--- config.mk ---
export PLATFORM = sky130hd
export DESIGN_NAME = fsk_tape_receiver_top
export DESIGN_NICKNAME = d
export VERILOG_FILES = /design/src/hw/rtl/ftr_pkg.sv /design/src/hw/rtl/fsk_tape_receiver_top.sv
export SDC_FILE = /design/constraint.sdc
export NUM_CORES = 1
export LEC_CHECK = 0
export BUFFER_PORTS_ARGS = -buffer_cell sky130_fd_sc_hd__buf_2
export CAP_MARGIN = 30
export CORE_MARGIN = 2
export CORE_UTILIZATION = 59
export CTS_CLUSTER_SIZE = 30
export DETAILED_ROUTE_END_ITERATION = 6
export GPL_ROUTABILITY_DRIVEN = 1
export PLACE_DENSITY_LB_ADDON = 0.12
export SYNTH_ARGS = -nofsm -noshare
export SYNTH_HDL_FRONTEND = slang
export SYNTH_SLANG_ARGS = --single-unit
--- constraint.sdc ---
create_clock -name clk_i -period 7.1 [get_ports clk_i]
set_clock_uncertainty 0.1 [all_clocks]
set_input_delay 1.42 -clock clk_i [delete_from_list [all_inputs] [get_ports clk_i]]
set_output_delay 1.42 -clock clk_i [all_outputs]
set_load 0.1 [all_outputs]
--- src/hw/rtl/ftr_pkg.sv ---
// ----------------------------------------------------------------------------
// ftr_pkg: shared types and constants of the FSK tape receiver
// Word formats of the input, result and configuration channels, plus the
// sizing constants of the interval ring and the UART framer.
// ----------------------------------------------------------------------------
package ftr_pkg;

  // Number of edge intervals averaged in the ring.
  localparam int unsigned AVG_LEN = 5;
  // Width of the free-running microsecond timestamp.
  localparam int unsigned TIME_W  = 32;
  // Width of a configuration register.
  localparam int unsigned CFG_W   = 16;
  // Width of the running sum of the ring.
  localparam int unsigned SUM_W   = TIME_W + $clog2(AVG_LEN);
  // Width of the ring write pointer.
  localparam int unsigned POS_W   = (AVG_LEN > 1) ? $clog2(AVG_LEN) : 1;
  // Width of the frame bit counter.
  localparam int unsigned IDX_W   = 4;
  // Width of the sampling window bounds.
  localparam int unsigned WIN_W   = CFG_W + IDX_W + 2;
  // Width of the configuration register index.
  localparam int unsigned CIDX_W  = 3;

  // Frame bit counter values.
  localparam logic [IDX_W-1:0] IDX_WAIT_START = IDX_W'(0);
  localparam logic [IDX_W-1:0] IDX_FIRST_DATA = IDX_W'(1);
  localparam logic [IDX_W-1:0] IDX_STOP       = IDX_W'(9);

  // Configuration register indexes.
  localparam logic [CIDX_W-1:0] REG_BIT_PERIOD = CIDX_W'(0);
  localparam logic [CIDX_W-1:0] REG_ZERO_LOW   = CIDX_W'(1);
  localparam logic [CIDX_W-1:0] REG_ZERO_HIGH  = CIDX_W'(2);
  localparam logic [CIDX_W-1:0] REG_ONE_LOW    = CIDX_W'(3);
  localparam logic [CIDX_W-1:0] REG_ONE_HIGH   = CIDX_W'(4);

  // Configuration register reset values.
  localparam logic [CFG_W-1:0] RST_BIT_PERIOD = CFG_W'(1666);
  localparam logic [CFG_W-1:0] RST_ZERO_LOW   = CFG_W'(90);
  localparam logic [CFG_W-1:0] RST_ZERO_HIGH  = CFG_W'(97);
  localparam logic [CFG_W-1:0] RST_ONE_LOW    = CFG_W'(119);
  localparam logic [CFG_W-1:0] RST_ONE_HIGH   = CFG_W'(130);

  typedef struct packed {
    logic              action;   // 0 signal edge, 1 sample tone bit
    logic [TIME_W-1:0] time_us;
  } ftr_in_t;

  typedef struct packed {
    logic       demod_bit;
    logic       byte_valid;
    logic [7:0] data_byte;
    logic       frame_error;
  } ftr_out_t;

endpackage

--- src/hw/rtl/fsk_tape_receiver_top.sv ---
// ----------------------------------------------------------------------------
// fsk_tape_receiver_top: cassette FSK demodulator with a timed UART framer
// Path: an accepted word is held in the input register; its result word then
//   enters the result register (out_*) once that is empty or being emptied.
// Throughput: one word per cycle while results are taken; the state update
//   for one word is a single pass of logic, so the next word always sees it.
// Reset: asynchronous, active low; clears all state and loads register
//   defaults. No clearing pass, the block is ready right after reset.
// ----------------------------------------------------------------------------
module fsk_tape_receiver_top (
  input  logic                          clk_i,
  input  logic                          rst_ni,
  // Input words
  input  logic                          in_valid_i,
  output logic                          in_ready_o,
  input  ftr_pkg::ftr_in_t              in_data_i,
  // Result words
  output logic                          out_valid_o,
  input  logic                          out_ready_i,
  output ftr_pkg::ftr_out_t             out_data_o,
  // Configuration writes
  input  logic                          cfg_valid_i,
  output logic                          cfg_ready_o,
  input  logic [ftr_pkg::CIDX_W-1:0]    cfg_index_i,
  input  logic [ftr_pkg::CFG_W-1:0]     cfg_data_i
);
  import ftr_pkg::*;

  // --------------------------------------------------------------------------
  // Configuration registers. Writes are taken at any time; the user is to
  // write only while no word is in flight, which the block does not enforce.
  // --------------------------------------------------------------------------
  logic [CFG_W-1:0] bit_period_q, zero_low_q, zero_high_q, one_low_q, one_high_q;

  assign cfg_ready_o = 1'b1;

  always_ff @(posedge clk_i or negedge rst_ni) begin
    if (!rst_ni) begin
      bit_period_q <= RST_BIT_PERIOD;
      zero_low_q   <= RST_ZERO_LOW;
      zero_high_q  <= RST_ZERO_HIGH;
      one_low_q    <= RST_ONE_LOW;
      one_high_q   <= RST_ONE_HIGH;
    end else if (cfg_valid_i) begin
      case (cfg_index_i)
        REG_BIT_PERIOD: bit_period_q <= cfg_data_i;
        REG_ZERO_LOW:   zero_low_q   <= cfg_data_i;
        REG_ZERO_HIGH:  zero_high_q  <= cfg_data_i;
        REG_ONE_LOW:    one_low_q    <= cfg_data_i;
        REG_ONE_HIGH:   one_high_q   <= cfg_data_i;
        default: ;
      endcase
    end
  end

  // --------------------------------------------------------------------------
  // Pipeline handshake. The input register advances into the result register
  // whenever the result register is empty or being emptied, so a finished
  // result waiting downstream stalls the input only when the input is full.
  // --------------------------------------------------------------------------
  logic     in_valid_q;
  ftr_in_t  in_q;
  logic     out_valid_q;
  ftr_out_t out_q;
  logic     advance;

  assign advance     = in_valid_q && (!out_valid_q || out_ready_i);
  assign in_ready_o  = !in_valid_q || advance;
  assign out_valid_o = out_valid_q;
  assign out_data_o  = out_q;

  always_ff @(posedge clk_i or negedge rst_ni) begin
    if (!rst_ni) begin
      in_valid_q <= 1'b0;
    end else if (in_ready_o) begin
      in_valid_q <= in_valid_i;
    end
  end

  always_ff @(posedge clk_i) begin
    if (in_ready_o && in_valid_i) begin
      in_q <= in_data_i;
    end
  end

  // --------------------------------------------------------------------------
  // Receiver state.
  // The ring mean is never formed: the running sum S of the ring is kept and
  // each band test on floor(S / AVG_LEN) is turned into a compare of S with
  // the band edge scaled by AVG_LEN. A nonzero mean is S >= AVG_LEN.
  // --------------------------------------------------------------------------
  logic [TIME_W-1:0] ring_q [AVG_LEN];
  logic [POS_W-1:0]  pos_q, pos_d;
  logic [SUM_W-1:0]  sum_q, sum_d;
  logic [TIME_W-1:0] prev_q, prev_d;
  logic              held_q, held_d;
  logic [IDX_W-1:0]  idx_q, idx_d;
  logic [TIME_W-1:0] start_q, start_d;
  logic [7:0]        asm_q, asm_d;
  logic              ring_we;
  ftr_out_t          res;

  // Band compares on the running sum.
  logic [SUM_W-1:0]  zero_lo_sum, zero_hi_sum, one_lo_sum, one_hi_sum;
  logic              mean_nz, zero_hit, one_hit, tone;

  assign zero_lo_sum = SUM_W'(AVG_LEN) * (SUM_W'(zero_low_q) + SUM_W'(1));
  assign zero_hi_sum = SUM_W'(AVG_LEN) * SUM_W'(zero_high_q);
  assign one_lo_sum  = SUM_W'(AVG_LEN) * (SUM_W'(one_low_q) + SUM_W'(1));
  assign one_hi_sum  = SUM_W'(AVG_LEN) * SUM_W'(one_high_q);

  assign mean_nz  = (sum_q >= SUM_W'(AVG_LEN));
  assign zero_hit = (sum_q >= zero_lo_sum) && (sum_q < zero_hi_sum);
  assign one_hit  = (sum_q >= one_lo_sum) && (sum_q < one_hi_sum);

  // The one band wins where the bands overlap; outside both the tone holds.
  always_comb begin
    tone = held_q;
    if (zero_hit) begin
      tone = 1'b0;
    end
    if (one_hit) begin
      tone = 1'b1;
    end
  end

  // Sampling window of the current frame bit, from base + period/4 to
  // base + 9*period/4, where base is the bit index times the period.
  logic [TIME_W-1:0] elapsed, interval;
  logic [WIN_W-1:0]  win_base, win_lo, win_hi, period_x9;
  logic              past_lo, before_hi;
  logic [2:0]        bit_sel;

  assign elapsed   = in_q.time_us - start_q;
  assign interval  = in_q.time_us - prev_q;
  assign win_base  = WIN_W'(bit_period_q) * WIN_W'(idx_q);
  assign period_x9 = (WIN_W'(bit_period_q) << 3) + WIN_W'(bit_period_q);
  assign win_lo    = win_base + (WIN_W'(bit_period_q) >> 2);
  assign win_hi    = win_base + (period_x9 >> 2);
  assign past_lo   = (elapsed > TIME_W'(win_lo));
  assign before_hi = (elapsed < TIME_W'(win_hi));
  assign bit_sel   = 3'(idx_q - IDX_FIRST_DATA);

  always_comb begin
    sum_d   = sum_q;
    pos_d   = pos_q;
    prev_d  = prev_q;
    held_d  = held_q;
    idx_d   = idx_q;
    start_d = start_q;
    asm_d   = asm_q;
    ring_we = 1'b0;
    res     = '0;
    if (!in_q.action) begin
      // Edge: replace the oldest interval and keep the sum in step.
      ring_we = 1'b1;
      sum_d   = sum_q - SUM_W'(ring_q[pos_q]) + SUM_W'(interval);
      pos_d   = (pos_q == POS_W'(AVG_LEN - 1)) ? '0 : pos_q + POS_W'(1);
      prev_d  = in_q.time_us;
    end else begin
      if (mean_nz) begin
        held_d = tone;
      end
      if (idx_q == IDX_WAIT_START) begin
        // The inverted start bit shows as a one tone.
        if (tone) begin
          idx_d   = IDX_FIRST_DATA;
          asm_d   = '0;
          start_d = in_q.time_us;
        end
      end else if (past_lo) begin
        if (before_hi) begin
          if (idx_q >= IDX_STOP) begin
            res.byte_valid  = 1'b1;
            res.data_byte   = asm_q;
            res.frame_error = tone;
            idx_d           = IDX_WAIT_START;
          end else begin
            if (!tone) begin
              asm_d[bit_sel] = 1'b1;
            end
            idx_d = idx_q + IDX_W'(1);
          end
        end else begin
          // Sample too late for this bit: the frame has slipped.
          idx_d           = IDX_WAIT_START;
          res.frame_error = 1'b1;
        end
      end
    end
    res.demod_bit = held_d;
  end

  always_ff @(posedge clk_i or negedge rst_ni) begin
    if (!rst_ni) begin
      for (int i = 0; i < int'(AVG_LEN); i++) begin
        ring_q[i] <= '0;
      end
      pos_q   <= '0;
      sum_q   <= '0;
      prev_q  <= '0;
      held_q  <= 1'b0;
      idx_q   <= IDX_WAIT_START;
      start_q <= '0;
      asm_q   <= '0;
    end else if (advance) begin
      if (ring_we) begin
        ring_q[pos_q] <= interval;
      end
      pos_q   <= pos_d;
      sum_q   <= sum_d;
      prev_q  <= prev_d;
      held_q  <= held_d;
      idx_q   <= idx_d;
      start_q <= start_d;
      asm_q   <= asm_d;
    end
  end

  // Result register.
  always_ff @(posedge clk_i or negedge rst_ni) begin
    if (!rst_ni) begin
      out_valid_q <= 1'b0;
    end else if (advance) begin
      out_valid_q <= 1'b1;
    end else if (out_ready_i) begin
      out_valid_q <= 1'b0;
    end
  end

  always_ff @(posedge clk_i) begin
    if (advance) begin
      out_q <= res;
    end
  end

  // --------------------------------------------------------------------------
  // Assertions
  // --------------------------------------------------------------------------
  a_idx_range : assert property (@(posedge clk_i) disable iff (!rst_ni)
    idx_q <= IDX_STOP)
    else $error("frame bit counter beyond the stop bit");

  a_pos_range : assert property (@(posedge clk_i) disable iff (!rst_ni)
    pos_q <= POS_W'(AVG_LEN - 1))
    else $error("ring pointer beyond the ring");

  a_stall_only : assert property (@(posedge clk_i) disable iff (!rst_ni)
    !in_ready_o |-> (out_valid_o && !out_ready_i))
    else $error("input stalled while the result register could drain");

  a_edge_quiet : assert property (@(posedge clk_i) disable iff (!rst_ni)
    (advance && !in_q.action) |=> (!out_q.byte_valid && !out_q.frame_error))
    else $error("edge word produced a frame result");

  a_byte_zero : assert property (@(posedge clk_i) disable iff (!rst_ni)
    (out_valid_o && !out_data_o.byte_valid) |-> (out_data_o.data_byte == 8'd0))
    else $error("data byte nonzero without a completed frame");

endmodule

[Word level (Yosys, flattened, before mapping)]
Cells that the tools add are included.
Cells by class
  $lt $le $gt $ge: 12
  reduce and logical (&&, ||, !) cells: 27
  multiplexer cells: 28
  eq/ne operators: 8
  bitwise operators: 6
  add/sub/neg operators: 12
  multiply operators: 5
Operators with widths (count)
  bitwise mux 160 bit: 1
  binary-select mux 32 bit (select 3 bit): 1
  demux 32 bit (select 3 bit): 1
  two-way mux 32 bit: 3
  greater-or-equal comparator 35 x 20 -> 1 bit: 2
  < comparator 35 x 19 -> 1 bit: 2
  subtractor 32 bit: 2
  two-way mux 8 bit: 6
  multiplier 3 x 17 -> 20 bit (first input constant): 2
  multiplier 3 x 16 -> 19 bit (first input constant): 2
  adder 35 x 32 -> 35 bit: 1
  greater-or-equal comparator 35 x 3 -> 1 bit (second input constant): 1
  subtractor 35 x 32 -> 35 bit: 1
  adder 16 x 1 -> 17 bit (second input constant): 2
  > comparator 32 x 21 -> 1 bit: 1
  < comparator 32 x 21 -> 1 bit: 1
  adder 20 x 14 -> 21 bit: 1
  adder 20 x 18 -> 21 bit: 1
  adder 19 x 16 -> 20 bit: 1
  multiplier 16 x 4 -> 20 bit: 1
  two-way mux 4 bit: 5
  AND reduction 2 bit: 6
  two-way mux 10 bit: 1
  greater-or-equal comparator 4 bit (second input constant): 2
  28 further kinds: 51
Storage, ports and cells
  flip-flop bits (word level): 401
  input bits: 57
  output and inout port bits: 14
  word-level logic and storage cells: 123

[Longest topological paths before layout]
  word-level depth: 11
  depth in mapped cells: 34
  depth with buffers taken out: 33

[Least setup slack after synthesis]
Ideal clock, no wire load.
  path kind: flip-flop to flip-flop
  start: reg idx_q[2]
  end: reg out_q (netlist bit out_data_o[1]) (data pin)
  library setup time: 132 ps
  stages on the path, launching flop included: 29
  path slack: 177 ps
  required time: 6868 ps
  arrival time: 6691 ps
  period minus slack after synthesis: 6923 ps
  cells stage by stage: dfrtp_1 clkbuf_1 clkbuf_1 nand2_1 fa_1 inv_1 fa_1 inv_1 fa_1 inv_1 ha_1 a21oi_1 nor2b_1 o21a_1 o41ai_1 o21ai_0 o211a_1 o21a_1 or2_2 ha_1 nand3_1 a21oi_1 a2111oi_0 a21oi_1 a2111oi_0 o31a_1 nand3_2 nor4_4 and2_1
Between the ends
  longest elaborated chain between the ends: 5
  elaborated cells on any way between the ends: 11
  those cells by class: add/sub (2); mul (1); order compare (3); bitwise (3); reduce/logical (2)
RTL lines
  from (decl): line fsk_tape_receiver_top.sv:97  | logic [IDX_W-1:0] idx_q, idx_d;
  from (signal assigned): line fsk_tape_receiver_top.sv:214  | idx_q <= idx_d;
  multiplier 16 x 4 -> 20 bit: line fsk_tape_receiver_top.sv:136  | assign win_base = WIN_W'(bit_period_q) * WIN_W'(idx_q);
  adder 20 x 18 -> 21 bit / adder 20 x 14 -> 21 bit (equally long branches): line fsk_tape_receiver_top.sv:139, fsk_tape_receiver_top.sv:138
  < comparator 32 x 21 -> 1 bit / > comparator 32 x 21 -> 1 bit (equally long branches): line fsk_tape_receiver_top.sv:141, fsk_tape_receiver_top.sv:140
  inverter 1 bit (no line)
  OR reduction 5 bit (no line) *
  to (signal assigned): line fsk_tape_receiver_top.sv:233  | out_q <= res;
  to (decl): line fsk_tape_receiver_top.sv:64  | ftr_out_t out_q;
Mark *: on every way between the ends. The rest lies on a longest branch, timed or not.
A chain may end at the register's enable or synchronous reset.

[Worst setup path after layout]
  start: reg idx_q[2]
  end: reg out_q (netlist bit out_data_o[8]) (data pin)
Same word-level chain as after synthesis.

==> results.json <==
{
  "run_status": "finished, final reports clean",
  "synth-async-reset-ratio_pct": 89.0,
  "rr_worst_depth": 30,
  "leakage_nw": 16.9,
  "wl_microns": 81900,
  "cp_data_required_time_ns": 7.47,
  "die-area_sq_um": 56200,
  "critical-path-top-delay-family": "adder cells",
  "layout.nets": 4076,
  "worst_pin_slew_ns": 1.01,
  "fp.dieW_microns": 237,
  "grtUsageTotal_pct": 29.4,
  "finalSetupViolations": 0,
  "die_h_microns": 237,
  "yosys-top-cells-count": "ha_1 (406), nand2_1 (357), o21ai_0 (351)",
  "synth.net_count": 3962,
  "boundaryPins": 71,
  "drive_above_1_share_pct": 14.8,
  "crit_buf_inv": 6,
  "post-route-period-util_pct": 96.7,
  "syn_inst": 3430,
  "clk_latency_ns": 0.60,
  "clock.fmax_mhz": 146,
  "cts_tree": "done",
  "synth_top_area_share_pct": 26.4,
  "finalHoldViolations": 0,
  "drt_pass1_iterations": 5,
  "post-place-ws_ns": -0.117,
  "avgSynthCellArea_sq_um": 9.35,
  "seq_area_frac_synth_pct": 32.1,
  "synthFlopType": "dfrtp_1",
  "arrival_ns": 7.24,
  "core_sq_um": 53800,
  "cp-end-kind": "flip-flop",
  "hp-class": "flip-flop to flip-flop",
  "critical_path_class": "flip-flop to flip-flop",
  "synth_area_sq_um": 32100,
  "clk_pin_slew_ns": 0.06,
  "ys_types": 92,
  "grt_pass1_vias": 25600,
  "initial_utilization_pct": 59.6,
  "antennaDiodeCount": 0,
  "grt_pass1_wl_microns": 133000,
  "finalCriticalPeriod_ns": 6.87,
  "antenna_found_initial": 2,
  "ant_nets": 0,
  "p_per_area_nw_per_um2": 545,
  "clock-sinks": 401,
  "vias": 25600,
  "drv_slew": 0,
  "synthTopCellsByArea": "dfrtp_1 (26%), ha_1 (16%), o21ai_0 (5.5%)",
  "synth_top_area_cell": "dfrtp_1",
  "grt_start_max_net_pins": 136,
  "drcViolationCount": 0,
  "start_kind": "flip-flop",
  "yosysMostFrequentCell": "ha_1",
  "hold_depth": 2,
  "hold_slack_ns": 0.378,
  "slowest_stage": "fa_1",
  "maxSlewHeadroom_pct": 32.0,
  "cts_hold_buf": 0,
  "dp_hpwl_microns": 62200,
  "first_iter_violations": 1464,
  "cts_max_level": 2,
  "wire_per_inst_microns": 19.2,
  "port_buffers": 69,
  "overflow": 0,
  "rsz0062_at_grt": "yes",
  "design_area_sq_um": 35600,
  "max_stage_delay_ns": 0.56,
  "crit_path_max_fanout": 8,
  "yosysWarnings": 0,
  "place_congestion": 0.917,
  "cp.depth": 30,
  "root_buffer": "clkbuf_16",
  "vias_per_cell": 5.97,
  "synth_edf_count": 44,
  "numCtsBuffers": 46,
  "rows": 85,
  "cap_violations": 0,
  "fin_ws_ns": 0.231,
  "peakVddDrop_mv": 0.442,
  "synth-seq-cells": 401,
  "clock_path_buffers": 3,
  "placed_area_sq_um": 33600,
  "area_growth_pct": 11.1
}
==> worst register-to-register path, delay by kind of cell (launching register included) <==
family | cells | cell delay (ns)
DFF | 1 | 0.46
AOI/OAI and AO/OA | 10 | 1.76
adders and majority gates | 5 | 1.81
buffers and inverters | 6 | 0.66
xor gates and xnor gates | 2 | 0.33
and+or+nand+nor | 7 | 1.63
==> layout by cell type (no fill, tap or decap), types with 39 or more instances in the layout <==
master,netlist,routed
xor2_1,84,83
and2_1,65,61
nand2_1,357,353
nor2_1,126,124
mux2_2,132,132
o21ai_0,351,339
clkbuf_16,0,46
edfxtp_1,44,44
inv_1,333,331
a21o_1,89,89
xnor2_1,130,125
buf_2,0,69
nand3_1,69,65
ha_1,406,398
a21oi_1,179,172
nor3_1,50,47
nor2b_1,41,39
buf_4,1,78
dfrtp_1,338,333
fa_1,69,68
==> logic make-up after synthesis <==
logic type | Yosys count | synth area share, %
AO/OA/AOI/OAI | 851 | 16.3
XOR/XNOR | 214 | 5.85
adder cells (fa/ha/maj) | 475 | 20.2
buffers and inverters | 423 | 4.99
flip-flops | 401 | 32.1
multiplexers | 164 | 6.77
other | 1 | 0.0117
AND/OR/NAND/NOR | 901 | 13.9
==> cell type report <==
cell class | instances | area, sq um
clock buffers | 68 | 1320
well taps | 696 | 871
repair buffers | 156 | 1100
flip-flops and latches | 401 | 10300
multi-input cells | 2606 | 20600
clock inverters | 17 | 191
inverters | 333 | 1250
fillers | 4377 | 18200
==> registers in the layout, indices dropped and copies added (netlist names), 16 cells and up <==
signal and cells:
one_low_q 16, one_high_q 16, zero_low_q 16, zero_high_q 16, bit_period_q 16, prev_q 32
in_q 33, sum_q 35, ring_q 160, start_q 32
==> metrics by stage <==
step	cells	utilization, %	TNS (ns)	total power, W
after floorplan	3430	-	0	0.0132
after detailed placement	4181	62.5	-1.71	0.0165
after global placement	4180	62.4	0	0.0161
after global routing	4277	66.2	-0.338	0.0212
final	4277	66.2	0	0.0194
after CTS	4266	65.3	0	0.0191
==> worst paths after layout <==
| path | to | start | slack, ns |
|---|---|---|---|
| setup / recovery | out_data_o[8] | idx_q[2] | 0.23 |
| hold / removal | ring_q[93] | ring_q[93] | 0.38 |
| hold reg to reg | ring_q[93] | ring_q[93] | 0.38 |
| min in group asynchronous | sum_q[24] | rst_ni | 0.75 |
| max in group asynchronous | bit_period_q[5] | rst_ni | 4.76 |
| setup reg to reg | out_data_o[8] | idx_q[2] | 0.23 |
==> report_power, final <==
| part | internal (W) | switching, W | leakage, nW |
|---|---|---|---|
| registers | 0.00312 | 0.000732 | 4.86 |
| logic | 0.00582 | 0.00735 | 11.3 |
| clock network | 0.00138 | 0.00101 | 0.749 |
==> per-layer routing <==
layer / routed length, microns / GRT usage [%]
met1: 36700 / 39.8
met2: 39000 / 49.2
met3: 3990 / 4.31
met4: 2290 / 8.46
met5: 0 / 0
==> repair_timing <==
| item | in CTS | in global routing |
|---|---|---|
| endpoints found under the setup margin | 22 | 58 |
| buffers inserted | 0 | 9 |
| gates resized for setup | 7 | 82 |
| pin swaps | 1 | 42 |
| cloned | 0 | 1 |
No activity file was read; power rests on OpenSTA's default activity.
